**config.mk**
```make
export PLATFORM = sky130hd
export DESIGN_NAME = serial_packet_deframer_sum8_core_flat
export DESIGN_NICKNAME = d
export VERILOG_FILES = /design/src/spds8_pkg.sv /design/src/spds8_if.sv /design/src/spds8_parser.sv /design/src/spds8_out_stage.sv /design/src/serial_packet_deframer_sum8_core.sv /design/src/flat_wrapper.sv
export SDC_FILE = /design/constraint.sdc
export NUM_CORES = 1
export LEC_CHECK = 0
export ABC_AREA = 1
export BUFFER_PORTS_ARGS = -buffer_cell sky130_fd_sc_hd__buf_2
export CAP_MARGIN = 20
export CORE_MARGIN = 8
export CORE_UTILIZATION = 25
export CTS_BUF_LIST = sky130_fd_sc_hd__clkbuf_4 sky130_fd_sc_hd__clkbuf_8
export DETAILED_ROUTE_END_ITERATION = 8
export GPL_ROUTABILITY_DRIVEN = 1
export GPL_TIMING_DRIVEN = 0
export HOLD_SLACK_MARGIN = 0.12
export PLACE_DENSITY = 0.39
export SYNTH_ARGS = -nofsm -noshare
export SYNTH_HDL_FRONTEND = slang
export SYNTH_SLANG_ARGS = --single-unit
```
**constraint.sdc**
```tcl
create_clock -name clk_i -period 3.19 [get_ports clk_i]
set_input_delay 0.319 -clock clk_i [delete_from_list [all_inputs] [get_ports clk_i]]
set_output_delay 0.319 -clock clk_i [all_outputs]
set_load 0.05 [all_outputs]
```
**src/spds8_pkg.sv**
```systemverilog
// Types and constants shared by the serial packet deframer files.
package spds8_pkg;

  localparam int unsigned ByteW   = 8;
  localparam int unsigned CfgIdxW = 8;

  localparam logic [ByteW-1:0] StartCharReset     = 8'd36;
  localparam logic [ByteW-1:0] HeartbeatCharReset = 8'd33;

  localparam logic [CfgIdxW-1:0] CFG_START_CHAR     = 8'd0;
  localparam logic [CfgIdxW-1:0] CFG_HEARTBEAT_CHAR = 8'd1;

  typedef enum logic [1:0] {
    KIND_HEARTBEAT = 2'd0,
    KIND_HEADER    = 2'd1,
    KIND_PAYLOAD   = 2'd2,
    KIND_END       = 2'd3
  } kind_e;

  typedef enum logic [5:0] {
    PH_IDLE     = 6'b000001,
    PH_LENGTH   = 6'b000010,
    PH_RESOURCE = 6'b000100,
    PH_ACTION   = 6'b001000,
    PH_PAYLOAD  = 6'b010000,
    PH_CHECK    = 6'b100000
  } phase_e;

  typedef struct packed {
    kind_e            kind;
    logic [ByteW-1:0] resource_id;
    logic [ByteW-1:0] action_id;
    logic [ByteW-1:0] payload_length;
    logic [ByteW-1:0] payload_byte;
    logic [ByteW-1:0] payload_index;
    logic             last_payload;
    logic             checksum_ok;
  } res_t;

endpackage

```
**src/spds8_if.sv**
```systemverilog
// Channel interfaces: received bytes, parse results and register writes.
interface spds8_rx_if;
  logic       valid;
  logic       ready;
  logic [7:0] rx_byte;
  modport source (output valid, output rx_byte, input ready);
  modport sink (input valid, input rx_byte, output ready);
endinterface

interface spds8_res_if;
  logic       valid;
  logic       ready;
  logic [1:0] kind;
  logic [7:0] resource_id;
  logic [7:0] action_id;
  logic [7:0] payload_length;
  logic [7:0] payload_byte;
  logic [7:0] payload_index;
  logic       last_payload;
  logic       checksum_ok;
  modport source (output valid, output kind, output resource_id, output action_id,
                  output payload_length, output payload_byte, output payload_index,
                  output last_payload, output checksum_ok, input ready);
  modport sink (input valid, input kind, input resource_id, input action_id,
                input payload_length, input payload_byte, input payload_index,
                input last_payload, input checksum_ok, output ready);
endinterface

interface spds8_cfg_if;
  logic       valid;
  logic       ready;
  logic [7:0] reg_index;
  logic [7:0] wdata;
  modport source (output valid, output reg_index, output wdata, input ready);
  modport sink (input valid, input reg_index, input wdata, output ready);
endinterface

```
**src/spds8_parser.sv**
```systemverilog
// Input byte register, frame phase machine, checksum and config registers.
module spds8_parser (
  input  logic              clk_i,
  input  logic              rst_ni,
  spds8_rx_if.sink          rx_i,
  spds8_cfg_if.sink         cfg_i,
  input  logic              out_free_i,
  output logic              res_valid_o,
  output spds8_pkg::res_t   res_o
);
  import spds8_pkg::*;

  logic             in_valid_q;
  logic [ByteW-1:0] in_byte_q;
  logic             step;

  logic [ByteW-1:0] start_char_q, heartbeat_char_q;

  phase_e           phase_q, phase_d;
  logic [ByteW-1:0] len_q, len_d;
  logic [ByteW-1:0] rsc_q, rsc_d;
  logic [ByteW-1:0] act_q, act_d;
  logic [ByteW-1:0] pos_q, pos_d;
  logic [ByteW-1:0] sum_q, sum_d;
  logic             is_last;

  assign step       = in_valid_q && out_free_i;
  assign rx_i.ready = !in_valid_q || step;
  assign cfg_i.ready = 1'b1;

  always_ff @(posedge clk_i or negedge rst_ni) begin
    if (!rst_ni) begin
      in_valid_q <= 1'b0;
    end else if (rx_i.ready) begin
      in_valid_q <= rx_i.valid;
    end
  end

  always_ff @(posedge clk_i) begin
    if (rx_i.valid && rx_i.ready) begin
      in_byte_q <= rx_i.rx_byte;
    end
  end

  always_ff @(posedge clk_i or negedge rst_ni) begin
    if (!rst_ni) begin
      start_char_q     <= StartCharReset;
      heartbeat_char_q <= HeartbeatCharReset;
    end else if (cfg_i.valid) begin
      case (cfg_i.reg_index)
        CFG_START_CHAR:     start_char_q     <= cfg_i.wdata;
        CFG_HEARTBEAT_CHAR: heartbeat_char_q <= cfg_i.wdata;
        default: ;
      endcase
    end
  end

  assign is_last = ({1'b0, pos_q} + 9'd1) >= {1'b0, len_q};

  always_comb begin
    phase_d     = phase_q;
    len_d       = len_q;
    rsc_d       = rsc_q;
    act_d       = act_q;
    pos_d       = pos_q;
    sum_d       = sum_q;
    res_valid_o = 1'b0;
    res_o       = '0;
    res_o.resource_id    = rsc_q;
    res_o.action_id      = act_q;
    res_o.payload_length = len_q;
    case (phase_q)
      PH_LENGTH: begin
        len_d   = in_byte_q;
        sum_d   = in_byte_q;
        phase_d = PH_RESOURCE;
      end
      PH_RESOURCE: begin
        rsc_d   = in_byte_q;
        sum_d   = sum_q + in_byte_q;
        phase_d = PH_ACTION;
      end
      PH_ACTION: begin
        act_d   = in_byte_q;
        sum_d   = sum_q + in_byte_q;
        pos_d   = '0;
        phase_d = (len_q == '0) ? PH_CHECK : PH_PAYLOAD;
        res_valid_o     = 1'b1;
        res_o.kind      = KIND_HEADER;
        res_o.action_id = in_byte_q;
      end
      PH_PAYLOAD: begin
        sum_d = sum_q + in_byte_q;
        res_valid_o         = 1'b1;
        res_o.kind          = KIND_PAYLOAD;
        res_o.payload_byte  = in_byte_q;
        res_o.payload_index = pos_q;
        res_o.last_payload  = is_last;
        if (is_last) begin
          phase_d = PH_CHECK;
        end else begin
          pos_d = pos_q + 8'd1;
        end
      end
      PH_CHECK: begin
        phase_d           = PH_IDLE;
        res_valid_o       = 1'b1;
        res_o.kind        = KIND_END;
        res_o.checksum_ok = (in_byte_q == sum_q);
      end
      default: begin
        phase_d = PH_IDLE;
        if (in_byte_q == heartbeat_char_q) begin
          res_valid_o = 1'b1;
          res_o       = '0;
          res_o.kind  = KIND_HEARTBEAT;
        end else if (in_byte_q == start_char_q) begin
          phase_d = PH_LENGTH;
        end
      end
    endcase
    if (!step) begin
      res_valid_o = 1'b0;
    end
  end

  always_ff @(posedge clk_i or negedge rst_ni) begin
    if (!rst_ni) begin
      phase_q <= PH_IDLE;
      len_q   <= '0;
      rsc_q   <= '0;
      act_q   <= '0;
      pos_q   <= '0;
      sum_q   <= '0;
    end else if (step) begin
      phase_q <= phase_d;
      len_q   <= len_d;
      rsc_q   <= rsc_d;
      act_q   <= act_d;
      pos_q   <= pos_d;
      sum_q   <= sum_d;
    end
  end

endmodule

```
**src/spds8_out_stage.sv**
```systemverilog
// Result register feeding the output channel.
module spds8_out_stage (
  input  logic            clk_i,
  input  logic            rst_ni,
  input  logic            load_valid_i,
  input  spds8_pkg::res_t load_data_i,
  output logic            out_free_o,
  spds8_res_if.source     res_o
);
  import spds8_pkg::*;

  logic valid_q;
  res_t data_q;

  assign out_free_o = !valid_q || res_o.ready;

  always_ff @(posedge clk_i or negedge rst_ni) begin
    if (!rst_ni) begin
      valid_q <= 1'b0;
    end else if (out_free_o) begin
      valid_q <= load_valid_i;
    end
  end

  always_ff @(posedge clk_i) begin
    if (out_free_o && load_valid_i) begin
      data_q <= load_data_i;
    end
  end

  assign res_o.valid          = valid_q;
  assign res_o.kind           = data_q.kind;
  assign res_o.resource_id    = data_q.resource_id;
  assign res_o.action_id      = data_q.action_id;
  assign res_o.payload_length = data_q.payload_length;
  assign res_o.payload_byte   = data_q.payload_byte;
  assign res_o.payload_index  = data_q.payload_index;
  assign res_o.last_payload   = data_q.last_payload;
  assign res_o.checksum_ok    = data_q.checksum_ok;

endmodule

```
**src/serial_packet_deframer_sum8_core.sv**
```systemverilog
// Serial packet deframer with 8-bit additive checksum: top level.
//
// rx_i carries one received byte per transaction. res_o carries at most
// one result per byte: heartbeat, frame header (after the action id),
// one result per payload byte with index and last mark, and a frame end
// with the checksum verdict. cfg_i writes start_char (index 0) and
// heartbeat_char (index 1); it is always ready. The user must write it only
// while the block is idle; the block itself does not enforce this.
// A byte accepted into the input register is processed from there, and its
// result is loaded into the result register that drives res_o.
// Throughput: one byte per cycle while res_o is not stalled, set by the phase
// machine and 8-bit adder between the input and result registers.
// Reset: returns to idle, clears frame state and the valid flags of both
// registers, loads the default marker bytes ('$' start, '!' heartbeat).
// When res_o stalls, the held result stays put; at most one more byte is
// taken into the input register, then rx_i.ready drops until res_o drains.
module serial_packet_deframer_sum8_core (
  input  logic         clk_i,
  input  logic         rst_ni,
  spds8_rx_if.sink     rx_i,
  spds8_cfg_if.sink    cfg_i,
  spds8_res_if.source  res_o
);
  import spds8_pkg::*;

  logic out_free;
  logic res_valid;
  res_t res;

  spds8_parser u_parser (
    .clk_i       (clk_i),
    .rst_ni      (rst_ni),
    .rx_i        (rx_i),
    .cfg_i       (cfg_i),
    .out_free_i  (out_free),
    .res_valid_o (res_valid),
    .res_o       (res)
  );

  spds8_out_stage u_out (
    .clk_i        (clk_i),
    .rst_ni       (rst_ni),
    .load_valid_i (res_valid),
    .load_data_i  (res),
    .out_free_o   (out_free),
    .res_o        (res_o)
  );

endmodule

```
**src/flat_wrapper.sv**
```systemverilog
// flat-port wrapper written by rule: the top's interface ports become plain ports
module serial_packet_deframer_sum8_core_flat import spds8_pkg::*;
  (clk_i, rst_ni, rx_i_valid, rx_i_rx_byte, rx_i_ready, cfg_i_valid, cfg_i_reg_index, cfg_i_wdata, cfg_i_ready, res_o_valid, res_o_kind, res_o_resource_id, res_o_action_id, res_o_payload_length, res_o_payload_byte, res_o_payload_index, res_o_last_payload, res_o_checksum_ok, res_o_ready);
  spds8_rx_if rx_i_i ();
  spds8_cfg_if cfg_i_i ();
  spds8_res_if res_o_i ();
  input  logic clk_i;
  input  logic rst_ni;
  input wire logic [$bits(rx_i_i.valid)-1:0] rx_i_valid;
  input wire logic [$bits(rx_i_i.rx_byte)-1:0] rx_i_rx_byte;
  output wire logic [$bits(rx_i_i.ready)-1:0] rx_i_ready;
  input wire logic [$bits(cfg_i_i.valid)-1:0] cfg_i_valid;
  input wire logic [$bits(cfg_i_i.reg_index)-1:0] cfg_i_reg_index;
  input wire logic [$bits(cfg_i_i.wdata)-1:0] cfg_i_wdata;
  output wire logic [$bits(cfg_i_i.ready)-1:0] cfg_i_ready;
  output wire logic [$bits(res_o_i.valid)-1:0] res_o_valid;
  output wire logic [$bits(res_o_i.kind)-1:0] res_o_kind;
  output wire logic [$bits(res_o_i.resource_id)-1:0] res_o_resource_id;
  output wire logic [$bits(res_o_i.action_id)-1:0] res_o_action_id;
  output wire logic [$bits(res_o_i.payload_length)-1:0] res_o_payload_length;
  output wire logic [$bits(res_o_i.payload_byte)-1:0] res_o_payload_byte;
  output wire logic [$bits(res_o_i.payload_index)-1:0] res_o_payload_index;
  output wire logic [$bits(res_o_i.last_payload)-1:0] res_o_last_payload;
  output wire logic [$bits(res_o_i.checksum_ok)-1:0] res_o_checksum_ok;
  input wire logic [$bits(res_o_i.ready)-1:0] res_o_ready;
  assign rx_i_i.valid = rx_i_valid;
  assign rx_i_i.rx_byte = rx_i_rx_byte;
  assign rx_i_ready = rx_i_i.ready;
  assign cfg_i_i.valid = cfg_i_valid;
  assign cfg_i_i.reg_index = cfg_i_reg_index;
  assign cfg_i_i.wdata = cfg_i_wdata;
  assign cfg_i_ready = cfg_i_i.ready;
  assign res_o_valid = res_o_i.valid;
  assign res_o_kind = res_o_i.kind;
  assign res_o_resource_id = res_o_i.resource_id;
  assign res_o_action_id = res_o_i.action_id;
  assign res_o_payload_length = res_o_i.payload_length;
  assign res_o_payload_byte = res_o_i.payload_byte;
  assign res_o_payload_index = res_o_i.payload_index;
  assign res_o_last_payload = res_o_i.last_payload;
  assign res_o_checksum_ok = res_o_i.checksum_ok;
  assign res_o_i.ready = res_o_ready;
  serial_packet_deframer_sum8_core u_core (.clk_i(clk_i), .rst_ni(rst_ni), .rx_i(rx_i_i), .cfg_i(cfg_i_i), .res_o(res_o_i));
endmodule
```
-- Yosys cells after proc, flatten, opt, wreduce, memory -nomap -nowiden
Index checks and enable logic that the tools add are counted.
- input bits: 29
- word-level logic and storage cells: 78
- flip-flop bits (word level): 116
- mux-type cells: 18
- order comparisons: 1
- equality and inequality tests: 11
- reductions and logical operators: 26
- add/sub/neg operators: 3
- operators by type and width (kind ; number):
    8-bit case mux with 2 select lines ; 3
    42-bit 2-to-1 mux ; 1
    17-bit case mux with 2 select lines ; 1
    6-bit case mux with 5 select lines ; 1
    8-bit equality test ; 3
    8-bit 2-to-1 mux ; 3
    6-bit 2-to-1 mux ; 3
    8-bit zero test ; 2
    2-bit AND reduction ; 7
    4-bit OR reduction ; 3
    8-bit by 1-bit adder with 9-bit output, second input constant ; 1
    9-bit by 8-bit greater-or-equal comparator with 1-bit output ; 1
    8-bit by 1-bit adder with 8-bit output, second input constant ; 1
    8-bit adder ; 1
    8-bit by 1-bit equality test with 1-bit output, second input constant ; 1
    2-bit case mux with 4 select lines ; 1
    6-bit by 2-bit equality test with 1-bit output, second input constant ; 1
    6-bit by 3-bit equality test with 1-bit output, second input constant ; 1
    6-bit by 4-bit equality test with 1-bit output, second input constant ; 1
    6-bit by 5-bit equality test with 1-bit output, second input constant ; 1
    6-bit equality test, second input constant ; 1
    3-bit OR reduction ; 2
    5-bit OR reduction ; 1
    2-bit inequality test, second input constant ; 2
    other kinds (9) ; 16

-- Longest topological paths before layout
Gate-level depths: netlist of the first run.
- depth after elaboration: 5
- gate-level depth with buffers: 17

-- Cells and area by module
Synthesis of the first run repeated with hierarchy kept, for this count alone.
- cells, all modules: 606
- area, all modules: 5582.9 µm²
- by module, submodules not included (module ; seq. area each (µm²) ; cells an instance ; area an instance (µm²) ; instances):
    spds8_parser ; 1823.0 ; 556 ; 4216.5 ; 1
    spds8_out_stage ; 1346.3 ; 50 ; 1366.3 ; 1

-- Least setup slack after synthesis of the first run
Ideal clock, no wire load.
- path kind: reg-to-reg
- start: register u_core.u_parser.phase_q[1]
- end: register u_core.u_out.data_q (netlist bit u_core.u_out.res_o.action_id[0]), enable pin
- stages on the path, launching flop included: 10
- path slack: 0.719 ns
- required time: 2.792 ns
- arrival: 2.073 ns
- cell sequence: dfrtp_1 -> nor2_1 -> and2_4 -> nand2_4 -> buf_6 -> nand3_2 -> nor2_4 -> nand2_1 -> nand3_1 -> inv_1
- cells in the longest elaborated chain, start to end: 5
- ends and longest elaborated chain (what ; line ; RTL):
    start, declared ; spds8_parser.sv:19 ; phase_e phase_q, phase_d;
    start signal, assigned ; spds8_parser.sv:136 ; phase_q <= phase_d;
    6-bit equality test, or another cell as far along ; spds8_parser.sv:72 ; case (phase_q)
    3-bit OR reduction (no line) or 2-bit OR reduction (tied branches) ; n/a ;
    1-bit case mux with 2 select lines (*) ; spds8_parser.sv:72 ;
    1-bit 2-to-1 mux (*) ; spds8_parser.sv:122 ; if (!step) begin
    1-bit logical AND (*) ; spds8_out_stage.sv:26 ; if (out_free_o && load_valid_i) begin
    end signal, assigned ; spds8_out_stage.sv:27 ; data_q <= load_data_i;
    end, declared ; spds8_out_stage.sv:13 ; res_t data_q;
Mark *: on every way between the ends. The rest lies on a longest branch, timed or not.
A chain may end at the register's enable or synchronous reset.

-- Final worst setup path of the first run
- start: register u_core.u_parser.pos_q[0]
- end: register u_core.u_parser.pos_q[3]
- cells in the longest elaborated chain, start to end: 4
- ends and longest elaborated chain (what ; line ; RTL):
    start, declared ; spds8_parser.sv:23 ; logic [ByteW-1:0] pos_q, pos_d;
    start signal, assigned ; spds8_parser.sv:140 ; pos_q <= pos_d;
    8-bit by 1-bit adder with 9-bit output ; spds8_parser.sv:58 ; assign is_last = ({1'b0, pos_q} + 9'd1) >= {1'b0, len_q};
    9-bit by 8-bit greater-or-equal comparator with 1-bit output ; spds8_parser.sv:58 ;
    2-bit inequality test (no line) ; n/a ;
    3-bit AND reduction (no line) ; n/a ;
Several ways; a longest one is shown, not always the timed one. The select of a mux whose other input is x is not followed.

==> results of run 1 <==
stage by stage:
step,util (%),setup TNS [ns],cells,worst slack [ns],cell area [sq um]
floorplan,-,0,596,0.719,5670
global placement,28.5,-5.27,955,-0.122,6390
detailed placement,28.7,0,957,0.514,6440
CTS,31.3,0,1004,0.484,7020
global route,31.3,0,1004,0.303,7020
finish,31.3,0,1004,0.530,7020
power breakdown:
part / internal (uW) / switching (uW)
sequential: 1590 / 28.5
clock: 842 / 633
combinational: 83.4 / 118
cell families after synthesis:
kind of cell | synth area share (%)
AND/OR/NAND/NOR | 22.4
AO/OA/AOI/OAI | 6.07
flip-flops | 55.9
adder cells (fa/ha/maj) | 3.89
multiplexers | 1.59
XOR/XNOR | 3.40
other | 0.0662
buffers and inverters | 6.71
tightest hold or removal path, delay by kind of cell:
kind	cells	cell delay (ns)
buf+inv	2	0.15
compound gates	1	0.07
layer usage:
| metal | global-route usage [%] | part of all wire, % | vias to the layer above |
|---|---|---|---|
| met5 | 0 | 0 | - |
| met4 | 3.17 | 0.98 | 0 |
| met3 | 3.17 | 3.1 | 11 |
| met2 | 18.8 | 49 | 70 |
| met1 | 13.2 | 47 | 1997 |
| li1 | - | - | 2135 |
final timing paths:
path	start	end	slack, ns	cells past startpoint
worst max-delay path	u_core.u_parser.pos_q[0]	u_core.u_parser.pos_q[3]	0.53	16
worst min-delay path	cfg_i_wdata[3]	u_core.u_parser.heartbeat_char_q[3]	0.15	3
worst max register to register	u_core.u_parser.pos_q[0]	u_core.u_parser.pos_q[3]	0.53	16
worst min register to register	u_core.u_parser.phase_q[0]	u_core.u_parser.phase_q[0]	0.48	2
max in group asynchronous	rst_ni	u_core.u_parser.start_char_q[2]	2.35	3
min in group asynchronous	rst_ni	u_core.u_parser.pos_q[4]	0.25	2
cell type report:
cell class	count	area, sq um	area share [%]
repair buffers	91	571	8.13
clock inverters	15	189	2.69
flip-flops and latches	116	3170	45.2
plain buffers	14	83.8	1.19
well taps	285	357	5.08
inverters	79	297	4.23
multi-input cells	387	2120	30.2
clock buffers	17	234	3.33
what timing repair did:
action                                 4_1_cts  5_1_grt
setup endpoints to repair                    0        0
hold buffers                                15        0
endpoints found under the hold margin       75        0
resized for setup                            0        0
Yosys cell counts (3+ instances only):
cell / instances / area share (%)
a21o_1: 3 / 0.40
nand2_1: 144 / 9.5
clkbuf_1: 3 / 0.20
nand3_2: 3 / 0.53
nand2_4: 3 / 0.60
ha_1: 16 / 3.5
nor2_1: 59 / 3.9
buf_2: 6 / 0.53
nor3_1: 3 / 0.26
xnor2_1: 10 / 1.5
nand2_2: 4 / 0.44
inv_2: 4 / 0.26
inv_1: 75 / 5.0
mux2_2: 8 / 1.6
nor2_4: 3 / 0.60
dfstp_2: 5 / 2.3
edfxtp_1: 52 / 28
o21ai_0: 48 / 4.2
dfrtp_1: 59 / 26
nand3_1: 30 / 2.6
a21oi_1: 4 / 0.35
xor2_1: 12 / 1.9
nor4_1: 4 / 0.44
nor2_2: 13 / 1.4
nand4_1: 3 / 0.33
==> summary.md, run 1 <==
Data on the critical path is required at its endpoint by 3.52 ns. Measured along the x axis, the die boundary spans 167 um. In this run, synthesis inferred 52 flip-flops with an integrated enable. Critical path startpoint category: a flip-flop.

In the layout the commonest cells are nand2_1 (144), buf_2 (79), inv_1 (74). The number of clock buffers added by TritonCTS is 17. For the total nets after synthesis, the log shows 642.

The logs give 22,400 sq um for the placeable core region and 0 for the number of antenna violations at the first check in global routing. The area growth from synthesis to layout was 23.8%; the mean instance size in the synthesized netlist was 9.51 sq um. For this run, the number of Yosys warnings is 0. Post-route antenna net violation count: 0. The count of pins over their slew limit was 0. The total overflow left after global routing is 0. The tools report the worst hold margin as 0.151 ns. The global-route wire length before repair was 23.8 mm. For the headroom to the max-slew limit, the log shows 62.0%.

Type of the worst setup path: flip-flop to flip-flop. Number of H-tree branching levels: 4. Leaving out fill and tap cells, the most frequent cell in the layout is nand2_1. The fmax is 0.376 GHz, and the mean routed wirelength per cell is 14.6 um. The average via count per standard cell is 4.20, and the post-layout total power is 3290 uW.

The run gives 0 as the total inserted antenna cells. TritonCTS built the clock tree. The final layout contains 752 nets.

Across the run, the number of max-cap violations was 0. In the global route stage, overall resource usage came out at 11.0%. The final layout contains routed wiring with a total length of 14.6 mm. The count of buffers added on input and output ports is 74. The post-synthesis sequential element count is 116. The logs give 55 for the row count and 39 for the number of distinct standard cells referenced by the synthesized netlist.

For the largest net degree at the start of global routing, the log shows 60. After legalization and detailed placement, the total HPWL measured 10.6 mm. Once the floorplan was initialized, standard cells occupied 25.3% of the core. Peak fanout along the critical path: 10. The TritonCTS sink count is 116, and the post-CTS repair timing setup buffer count is 0. The run gives 4,213 as the count of vias placed by the detailed router.

The post-route netlist has 24.1% of its cells at a drive strength greater than 1. The longest individual stage delay on the worst path works out to 0.48 ns. For the via count of the first global-routing pass, the log shows 4,537. After synthesis the cells add up to 5670 sq um.

The critical path goes through ha_1 -> nand2_1 -> nor2_4 -> inv_1 -> nor2_1 -> xor2_1 -> ha_1 -> a21o_1 -> nand3_2 -> nand2_1 -> nor2_2 -> nand3_2 -> nand2_4 -> nand2_4 -> nand2_1 -> nand2_1. On the critical path the largest part of the delay comes from simple AND/OR/NAND/NOR gates. The slowest stage of the critical path is the dfrtp_1 cell. Clock-pin slew was measured on the worst setup and hold paths at 0.07 ns.

The first TritonRoute pass finished after 4 iterations. For this design the ratio of total power to cell area is 469 nW/um^2. The tools report the detailed router's first-iteration violation count as 192. The flow ran to the end, and the final reports show no timing, DRC or antenna violations. Routability-driven placement finished with a final weighted congestion of 0.807.

The tools report the I/O pin count as 76. CTS placed an instance of clkbuf_8 at the clock tree root. Commonest register cell after synthesis: dfrtp_1. The number of hold violations in the final report came out at 0. The run gives 27,700 sq um as the die area. The post-synthesis sequential area ratio was 55.9%.

Clock skew on the completed layout was measured at 0.00938 ns. The leakage power is 0.00328 uW. The most used cell along the critical path was nand2_1.

Fill cells in the final layout number 2,382. The later pin in the worst-skew pair is clocked with a latency of 0.44 ns. The fraction of synthesis flops using an asynchronous set or reset pin was 55.2%; the total DRC errors in the routed layout was 0. The peak supply drop is 0.210 mV, and the number of buffers on the longest clock path is 2. The arrival time of the worst setup path is 2.99 ns.

Of the available clock period, the critical path in the final layout requires 83.4%. At the pin with the least slew margin, the transition time is 0.570 ns. The endpoint kind of the worst setup timing path is a flip-flop. The post-route minimum period came out at 2.66 ns. The post-synthesis instance total is 596.

The tools report the count of endpoints failing setup in the final report as 0. Setup repair after global routing left no endpoint under its margin. The floorplan step set the die height to 167 um. The worst hold path class was input port to flip-flop. The buffers plus inverters on the worst setup path is 1.
Power figures use the tool's default switching activity.
==> run 2: changes to the inputs <==
- PLACE_DENSITY: 0.39 -> 0.41
- clock period: 3.19 -> 2.31 ns (I/O delays scaled with it)
==> summary.md, run 2 (synthesis results as in run 1) <==
The flow ran to the end, but the final reports show violations. The checks that failed: setup timing. The region available for standard cell placement spans 22,400 sq um. The instance area after placement came out at 6430 sq um. The number of hold violations in the final report is 0. The routed design could run at a clock period as short as 2.44 ns.

The worst register-to-register path begins at u_core.u_parser.pos_q[0]. Global routing finished with a remaining overflow of 0. Dividing the detail-routed wire length by the instance count gives 14.8 um.

The number of cells on the worst reg-to-reg path is 16. VDD sags by at most 0.232 mV. The count of input and output buffers was 74; the sequential cell area was 3170 sq um. The first global-routing pass estimated 24.1 mm of wire. The root buffer cell chosen for the clock tree is clkbuf_8.

The floorplan step set the die width to 167 um. Average via count per standard cell: 4.22. TritonCTS built the clock tree.

Dividing the final minimum period by the clock period gives 106%. Once the floorplan was initialized, standard cells occupied 25.3% of the core. For the pin with the worst max-slew slack, the measured transition is 0.573 ns.

Before antenna repair, the detailed router went through 4 iterations. The tools report the critical path startpoint category as a flip-flop. After detailed routing, the total wire length is 15.3 mm.

The area growth from synthesis to layout was 30.4%; the clock-pin transition on the worst setup and hold timing paths was 0.07 ns. The count of pins over their slew limit came out at 0. In this run the most critical hold path is launched from cfg_i_reg_index[0]. Summing all multi-input logic gate instances after layout gives 2250 sq um. Setup total negative slack on the finished layout was measured at -1.71 ns. In the routed design, unresolved DRC markers number 0. Entering global routing, the biggest net connects 65 pins. Setup violations remaining at the end of the flow were counted as 15.

Via count of the first global-routing pass: 4,465. The global placer's final weighted congestion is 0.835, and the peak fanout along the critical path is 5. On the worst path, the slowest cell contributes a delay of 0.39 ns.

On the critical path, the stage with the largest delay is an instance of dfrtp_2. The tools report the arrival time of the worst setup path as 2.76 ns. The tools report the post-layout total power as 4500 uW.

By instance count, the cell type seen most on the critical path is nand2_1. Timing would allow up to 0.409 GHz. Setup repair after global routing could not meet its margin everywhere. The library cell used most frequently in the layout, excluding fill and tap cells, is nand2_1. For this run, the post-layout net count is 779. The worst hold path terminates at u_core.u_parser.heartbeat_char_q[0]. The library cells used most frequently in the layout, excluding fill and tap cells, are nand2_1 (139), buf_2 (79), inv_1 (72). In this run the critical register-to-register path is captured at u_core.u_parser.pos_q[5].

Post-route antenna net violation count: 0. In this run the static leakage power is 0.00338 uW. Counting the buffers created by CTS gives 17. The cell area after layout came out at 7390 sq um. The run gives 61.8% as the headroom to the max-slew limit. The tools report the row count as 55. Across the run, the number of max-cap violations was 0.

The endpoint kind of the worst setup timing path is a flip-flop. The number of antenna violations at the first check in global routing is 0, and the setup clock skew after layout is 0.0109 ns. The overall routing resource usage is 11.1%. Measured along the y axis, the die boundary spans 167 um. For the worst setup path, the data required time is 2.63 ns. CTS built an H-tree with a depth of 4.

Walking the worst path, the cells encountered are buf_6 -> nand3_4 -> nor2_4 -> nand2_2 -> nor2_2 -> xor2_1 -> inv_1 -> ha_4 -> nand4_1 -> nor3_1 -> nand2_1 -> nand3_2 -> nand2_4 -> buf_4 -> nand3_1 -> nand2_1. Cell area power density: 609 nW/um^2. The die covers 27,700 sq um. The insertion delay to the later sink of the worst-skew pair is 0.43 ns, and the count of filler cells inserted in the layout is 2,308. The wire-length estimate of the detail-placed layout is 10.3 mm. The cell depth of the worst hold path came out at 4. On the final layout, the worst hold slack is 0.235 ns.

The logs give -0.134 ns for the post-layout worst setup margin and -0.13 ns for the reg-to-reg setup timing slack. In this run, the number of DRC markers left after iteration 0 of detailed routing was 203. Worst hold path class: input port to flip-flop. The clock net in this run drives a total of 116 sinks. The number of antenna diodes in the final layout is 0. The type of the worst setup path was flip-flop to flip-flop. The routed layout has 4,355 vias.

76 I/O pins were placed. The post-route netlist has 29.1% of its cells at a drive strength greater than 1. The longest clock path from root to sink contains 2 buffers.
-- run 2: cell types whose count changed in the layout (fill, tap and decap cells not counted), sizes merged --
cell / previous run / this run
clkbuf: 21 / 25
dlygate4sd3: 15 / 19
bufinv: 4 / 3
inv: 79 / 78
clkinv: 10 / 6
clkinvlp: 1 / 7
buf: 86 / 105
-- run 2: layout make-up --
class                   count  area share [%]
flip-flops and latches    116            42.9
multi-input cells         387            30.5
repair buffers            114            10.6
well taps                 285            4.82
inverters                  79            4.06
clock buffers              21            3.74
clock inverters            11            1.81
plain buffers              14            1.13
repair inverters            4           0.406
-- run 2: critical path: cells and delay by family, from the launching register on --
family	cells	cell delay, ns
AND/OR/NAND/NOR	11	1.07
flip-flops	1	0.39
buffers and inverters	3	0.37
adder cells (fa/ha/maj)	1	0.29
XOR/XNOR	1	0.20
-- run 2: worst max path at each step --
stage / slack [ns] / from / end
after floorplan: 0.001 / u_core.u_parser.pos_q[0] / u_core.u_out.res_o.last_payload
after global placement: -0.57 / u_core.u_parser.phase_q[0] / u_core.u_out.res_o.payload_byte[6]
after detailed placement: -0.61 / u_core.u_parser.phase_q[0] / u_core.u_out.res_o.payload_byte[6]
after CTS: -0.15 / u_core.u_parser.pos_q[0] / u_core.u_parser.pos_q[7]
after global routing: -0.29 / u_core.u_parser.pos_q[1] / u_core.u_parser.pos_q[5]
final: -0.13 / u_core.u_parser.pos_q[0] / u_core.u_parser.pos_q[5]
-- run 2: what timing repair did --
item / in CTS / in global routing
pin swaps: 15 / 22
buffers inserted: 15 / 5
resized for setup: 14 / 25
cloned: 3 / 1
hold buffers: 19 / 0
endpoints found under the setup margin: 59 / 59
hold endpoints to repair: 90 / 0
-- run 2: layer usage --
layer	track usage (%)	vias to the layer above	share of wire, %
met2	18.1	83	46
li1	-	2180	-
met4	3.29	0	1.0
met1	14.2	2078	49
met5	0	-	0
met3	3.19	14	3.8
-- run 2: metrics by stage --
step	setup WS, ns	util, %	std cells
after floorplan	0.00132	-	596
after detailed placement	-0.606	28.7	956
after global placement	-0.572	28.5	955
after CTS	-0.147	32.3	1025
final	-0.134	32.9	1031
after global routing	-0.289	32.9	1031
-- run 2: where the power goes --
part | switching, uW | internal [uW] | total, uW
logic | 169 | 124 | 294
registers | 37.3 | 2200 | 2230
clock network | 841 | 1130 | 1970
total | 1050 | 3450 | 4500
==> run 3: changes to the inputs <==
- CTS_BUF_LIST: sky130_fd_sc_hd__clkbuf_4 sky130_fd_sc_hd__clkbuf_8 -> sky130_fd_sc_hd__clkbuf_16
- SKIP_CTS_REPAIR_TIMING: not set -> 1
==> summary.md, run 3 (synthesis results as in run 1) <==
The run finished, with violations left. Across every metal layer, demand over resource in global routing totals 10.7%. In the routed design, unresolved DRC markers number 0. The post-route minimum period is 2.48 ns. The tools report the count of pins over their slew limit as 0.

In this run the tightest slew margin relative to its limit is 61.2%. After detailed routing, the average wire length per cell comes to 14.8 um. For the instance area after placement, the log shows 6430 sq um. Measured slew at the worst slew-check pin: 0.582 ns. The setup clock skew after layout was 0.0102 ns. In the layout the commonest cells are nand2_1 (132), buf_2 (79), inv_1 (75). Before CTS, the worst setup slack after placement is -0.606 ns. The root buffer cell chosen for the clock tree is clkbuf_16. The cell area after layout came out at 7460 sq um. The peak fanout along the critical path came out at 8. The ratio of final minimum period to clock period came out at 107%.

For the global-route wire length before repair, the log shows 23.3 mm. Counting buffers and inverters, the worst setup path is 16 cells deep. The logs give 956 for the instance count after placement with tap cells included and 0 for the total inserted antenna cells. The arrival time of the worst setup path was 2.77 ns. The highest-delay cell along the critical path was dfrtp_2.

The floorplan has 55 rows. The net count of the finished layout is 767. Largest delay contributor family on the critical path: simple AND/OR/NAND/NOR gates.

The congestion estimate from routability-driven global placement came to 0.835. The fmax is 0.404 GHz, and the post-layout worst setup margin is -0.166 ns. The worst hold path class was input port to flip-flop. 76 I/O pins were placed. The count of vias placed by the detailed router was 4,312; the buffers plus inverters on the worst setup path was 1.

After global routing the overflow that remains totals 0. The first routing iteration left 202 violations. The die is 167 um wide. The run gives 4 as the number of H-tree branching levels. Of the cells placed in the final design, the portion with a size suffix greater than 1 is 28.2%. The worst setup path is captured at a flip-flop.

Setup violations remaining at the end of the flow were counted as 15. The most used cell along the critical path was nor2_4. The average via count per standard cell is 4.23. The TritonCTS sink count was 116. The analysis attributes to cell leakage a power of 0.00340 uW. The number of buffers on the longest clock path was 2. The number of hold violations in the final report is 0, and the half-perimeter wire length of the detailed placement result is 10.3 mm. The worst-case IR drop observed on VDD is 0.275 mV.

The checks that failed: setup timing. Max-cap violations in this run came to 0. STA puts the critical path data required time at 2.60 ns. Clock-pin slew was measured on the worst setup and hold paths at 0.06 ns.

Cell area power density: 684 nW/um^2. The die is 167 um tall. TritonCTS built the clock tree.

Fill cells in the final layout number 2,298. Once the floorplan was initialized, standard cells occupied 25.3% of the core. The number of antenna violations at the first check in global routing came out at 0. The worst setup path is launched from a flip-flop. The post-route antenna net violation count was 0; the first-pass iteration count of the detailed router was 4. After floorplanning, the core was sized to cover 22,400 sq um. The library cell used most frequently in the layout, excluding fill and tap cells, is nand2_1. Area growth from synthesis to layout: 31.7%. The via count of the first global-routing pass is 4,317, and the number of cell instances on the worst register-to-register path is 16. The die area was 27,700 sq um; the longest individual stage delay on the worst path was 0.42 ns.

The count of input and output buffers was 74. The insertion delay to the later sink of the worst-skew pair was 0.41 ns. Setup repair after global routing could not meet its margin everywhere. Wires add up to 15.1 mm.

The worst hold path passes through 3 cells. The signal on the critical path passes through ha_4 -> nand2_4 -> nor2_4 -> inv_2 -> nor2_4 -> xor2_2 -> ha_1 -> a21o_1 -> nand3_2 -> nand2_2 -> nor2_4 -> nand3_4 -> nand2_8 -> nand2_8 -> nand2_2 -> nand2_1. Entering global routing, the biggest net connects 65 pins.

Type of the worst setup path: flip-flop to flip-flop. Once layout is complete, the cells apart from fillers number 1,019. Counting the buffers created by CTS gives 17. The setup TNS after final layout came out at -1.75 ns.
-- run 3: cell count changes in the layout (fill, tap and decap cells not counted), moves of 5 or more --
cell	change
clkbuf_8	-19
nand2_2	+7
nand2_1	-7
nand3_1	+6
clkbuf_16	+17
buf_6	-5
nand3_2	-6
-- run 3: final timing paths --
| path | start | slack, ns | end |
|---|---|---|---|
| max | u_core.u_parser.pos_q[0] | -0.17 | u_core.u_parser.pos_q[5] |
| min | cfg_i_wdata[3] | 0.09 | u_core.u_parser.start_char_q[3] |
| max reg2reg | u_core.u_parser.pos_q[0] | -0.17 | u_core.u_parser.pos_q[5] |
| min reg2reg | u_core.u_parser.sum_q[5] | 0.48 | u_core.u_parser.sum_q[5] |
| max in group asynchronous | rst_ni | 1.62 | u_core.u_parser.heartbeat_char_q[0] |
| min in group asynchronous | rst_ni | 0.36 | u_core.u_parser.rsc_q[7] |
-- run 3: cell type report --
| class | count | area [sq um] | share of cell area [%] |
|---|---|---|---|
| Clock buffer | 17 | 425 | 5.70 |
| Timing Repair Buffer | 102 | 678 | 9.08 |
| Timing Repair inverter | 3 | 22.5 | 0.302 |
| Sequential cell | 116 | 3180 | 42.5 |
| Tap cell | 285 | 357 | 4.78 |
| Inverter | 79 | 300 | 4.02 |
| Multi-Input combinational cell | 388 | 2270 | 30.5 |
| Clock inverter | 15 | 149 | 1.99 |
| Buffer | 14 | 83.8 | 1.12 |
-- run 3: worst register-to-register path: stages (launching register included) --
cell,delay (ns)
dfrtp_2,0.42
ha_4,0.17
nand2_4,0.05
nor2_4,0.15
inv_2,0.07
nor2_4,0.14
xor2_2,0.17
ha_1,0.27
a21o_1,0.20
nand3_2,0.06
nand2_2,0.06
nor2_4,0.14
nand3_4,0.13
nand2_8,0.13
nand2_8,0.09
nand2_2,0.08
nand2_1,0.05
-- run 3: metrics by stage --
step	utilization [%]	total power, uW	hold slack [ns]
floorplan	-	2420	-0.0646
CTS	31.2	5140	-0.172
global route	33.3	5310	0.122
detailed placement	28.7	2540	0.270
global placement	28.5	2530	0.415
finish	33.3	5110	0.0918
-- run 3: per-layer routing --
metal  GRT usage, %  up-vias  routed length, um
met3           3.29       14                593
met5              0        -                  0
met4           3.41        0                176
met1           13.5     2037               7270
met2           17.2       95               7040
li1               -     2166                  -
-- run 3: where the power goes --
group / switching (uW) / internal [uW] / total (uW) / leakage [uW]
Clock: 921 / 1660 / 2580 / 0.000280
Combinational: 168 / 119 / 287 / 0.00188
Sequential: 37.8 / 2200 / 2240 / 0.00124
Total: 1130 / 3980 / 5110 / 0.00340
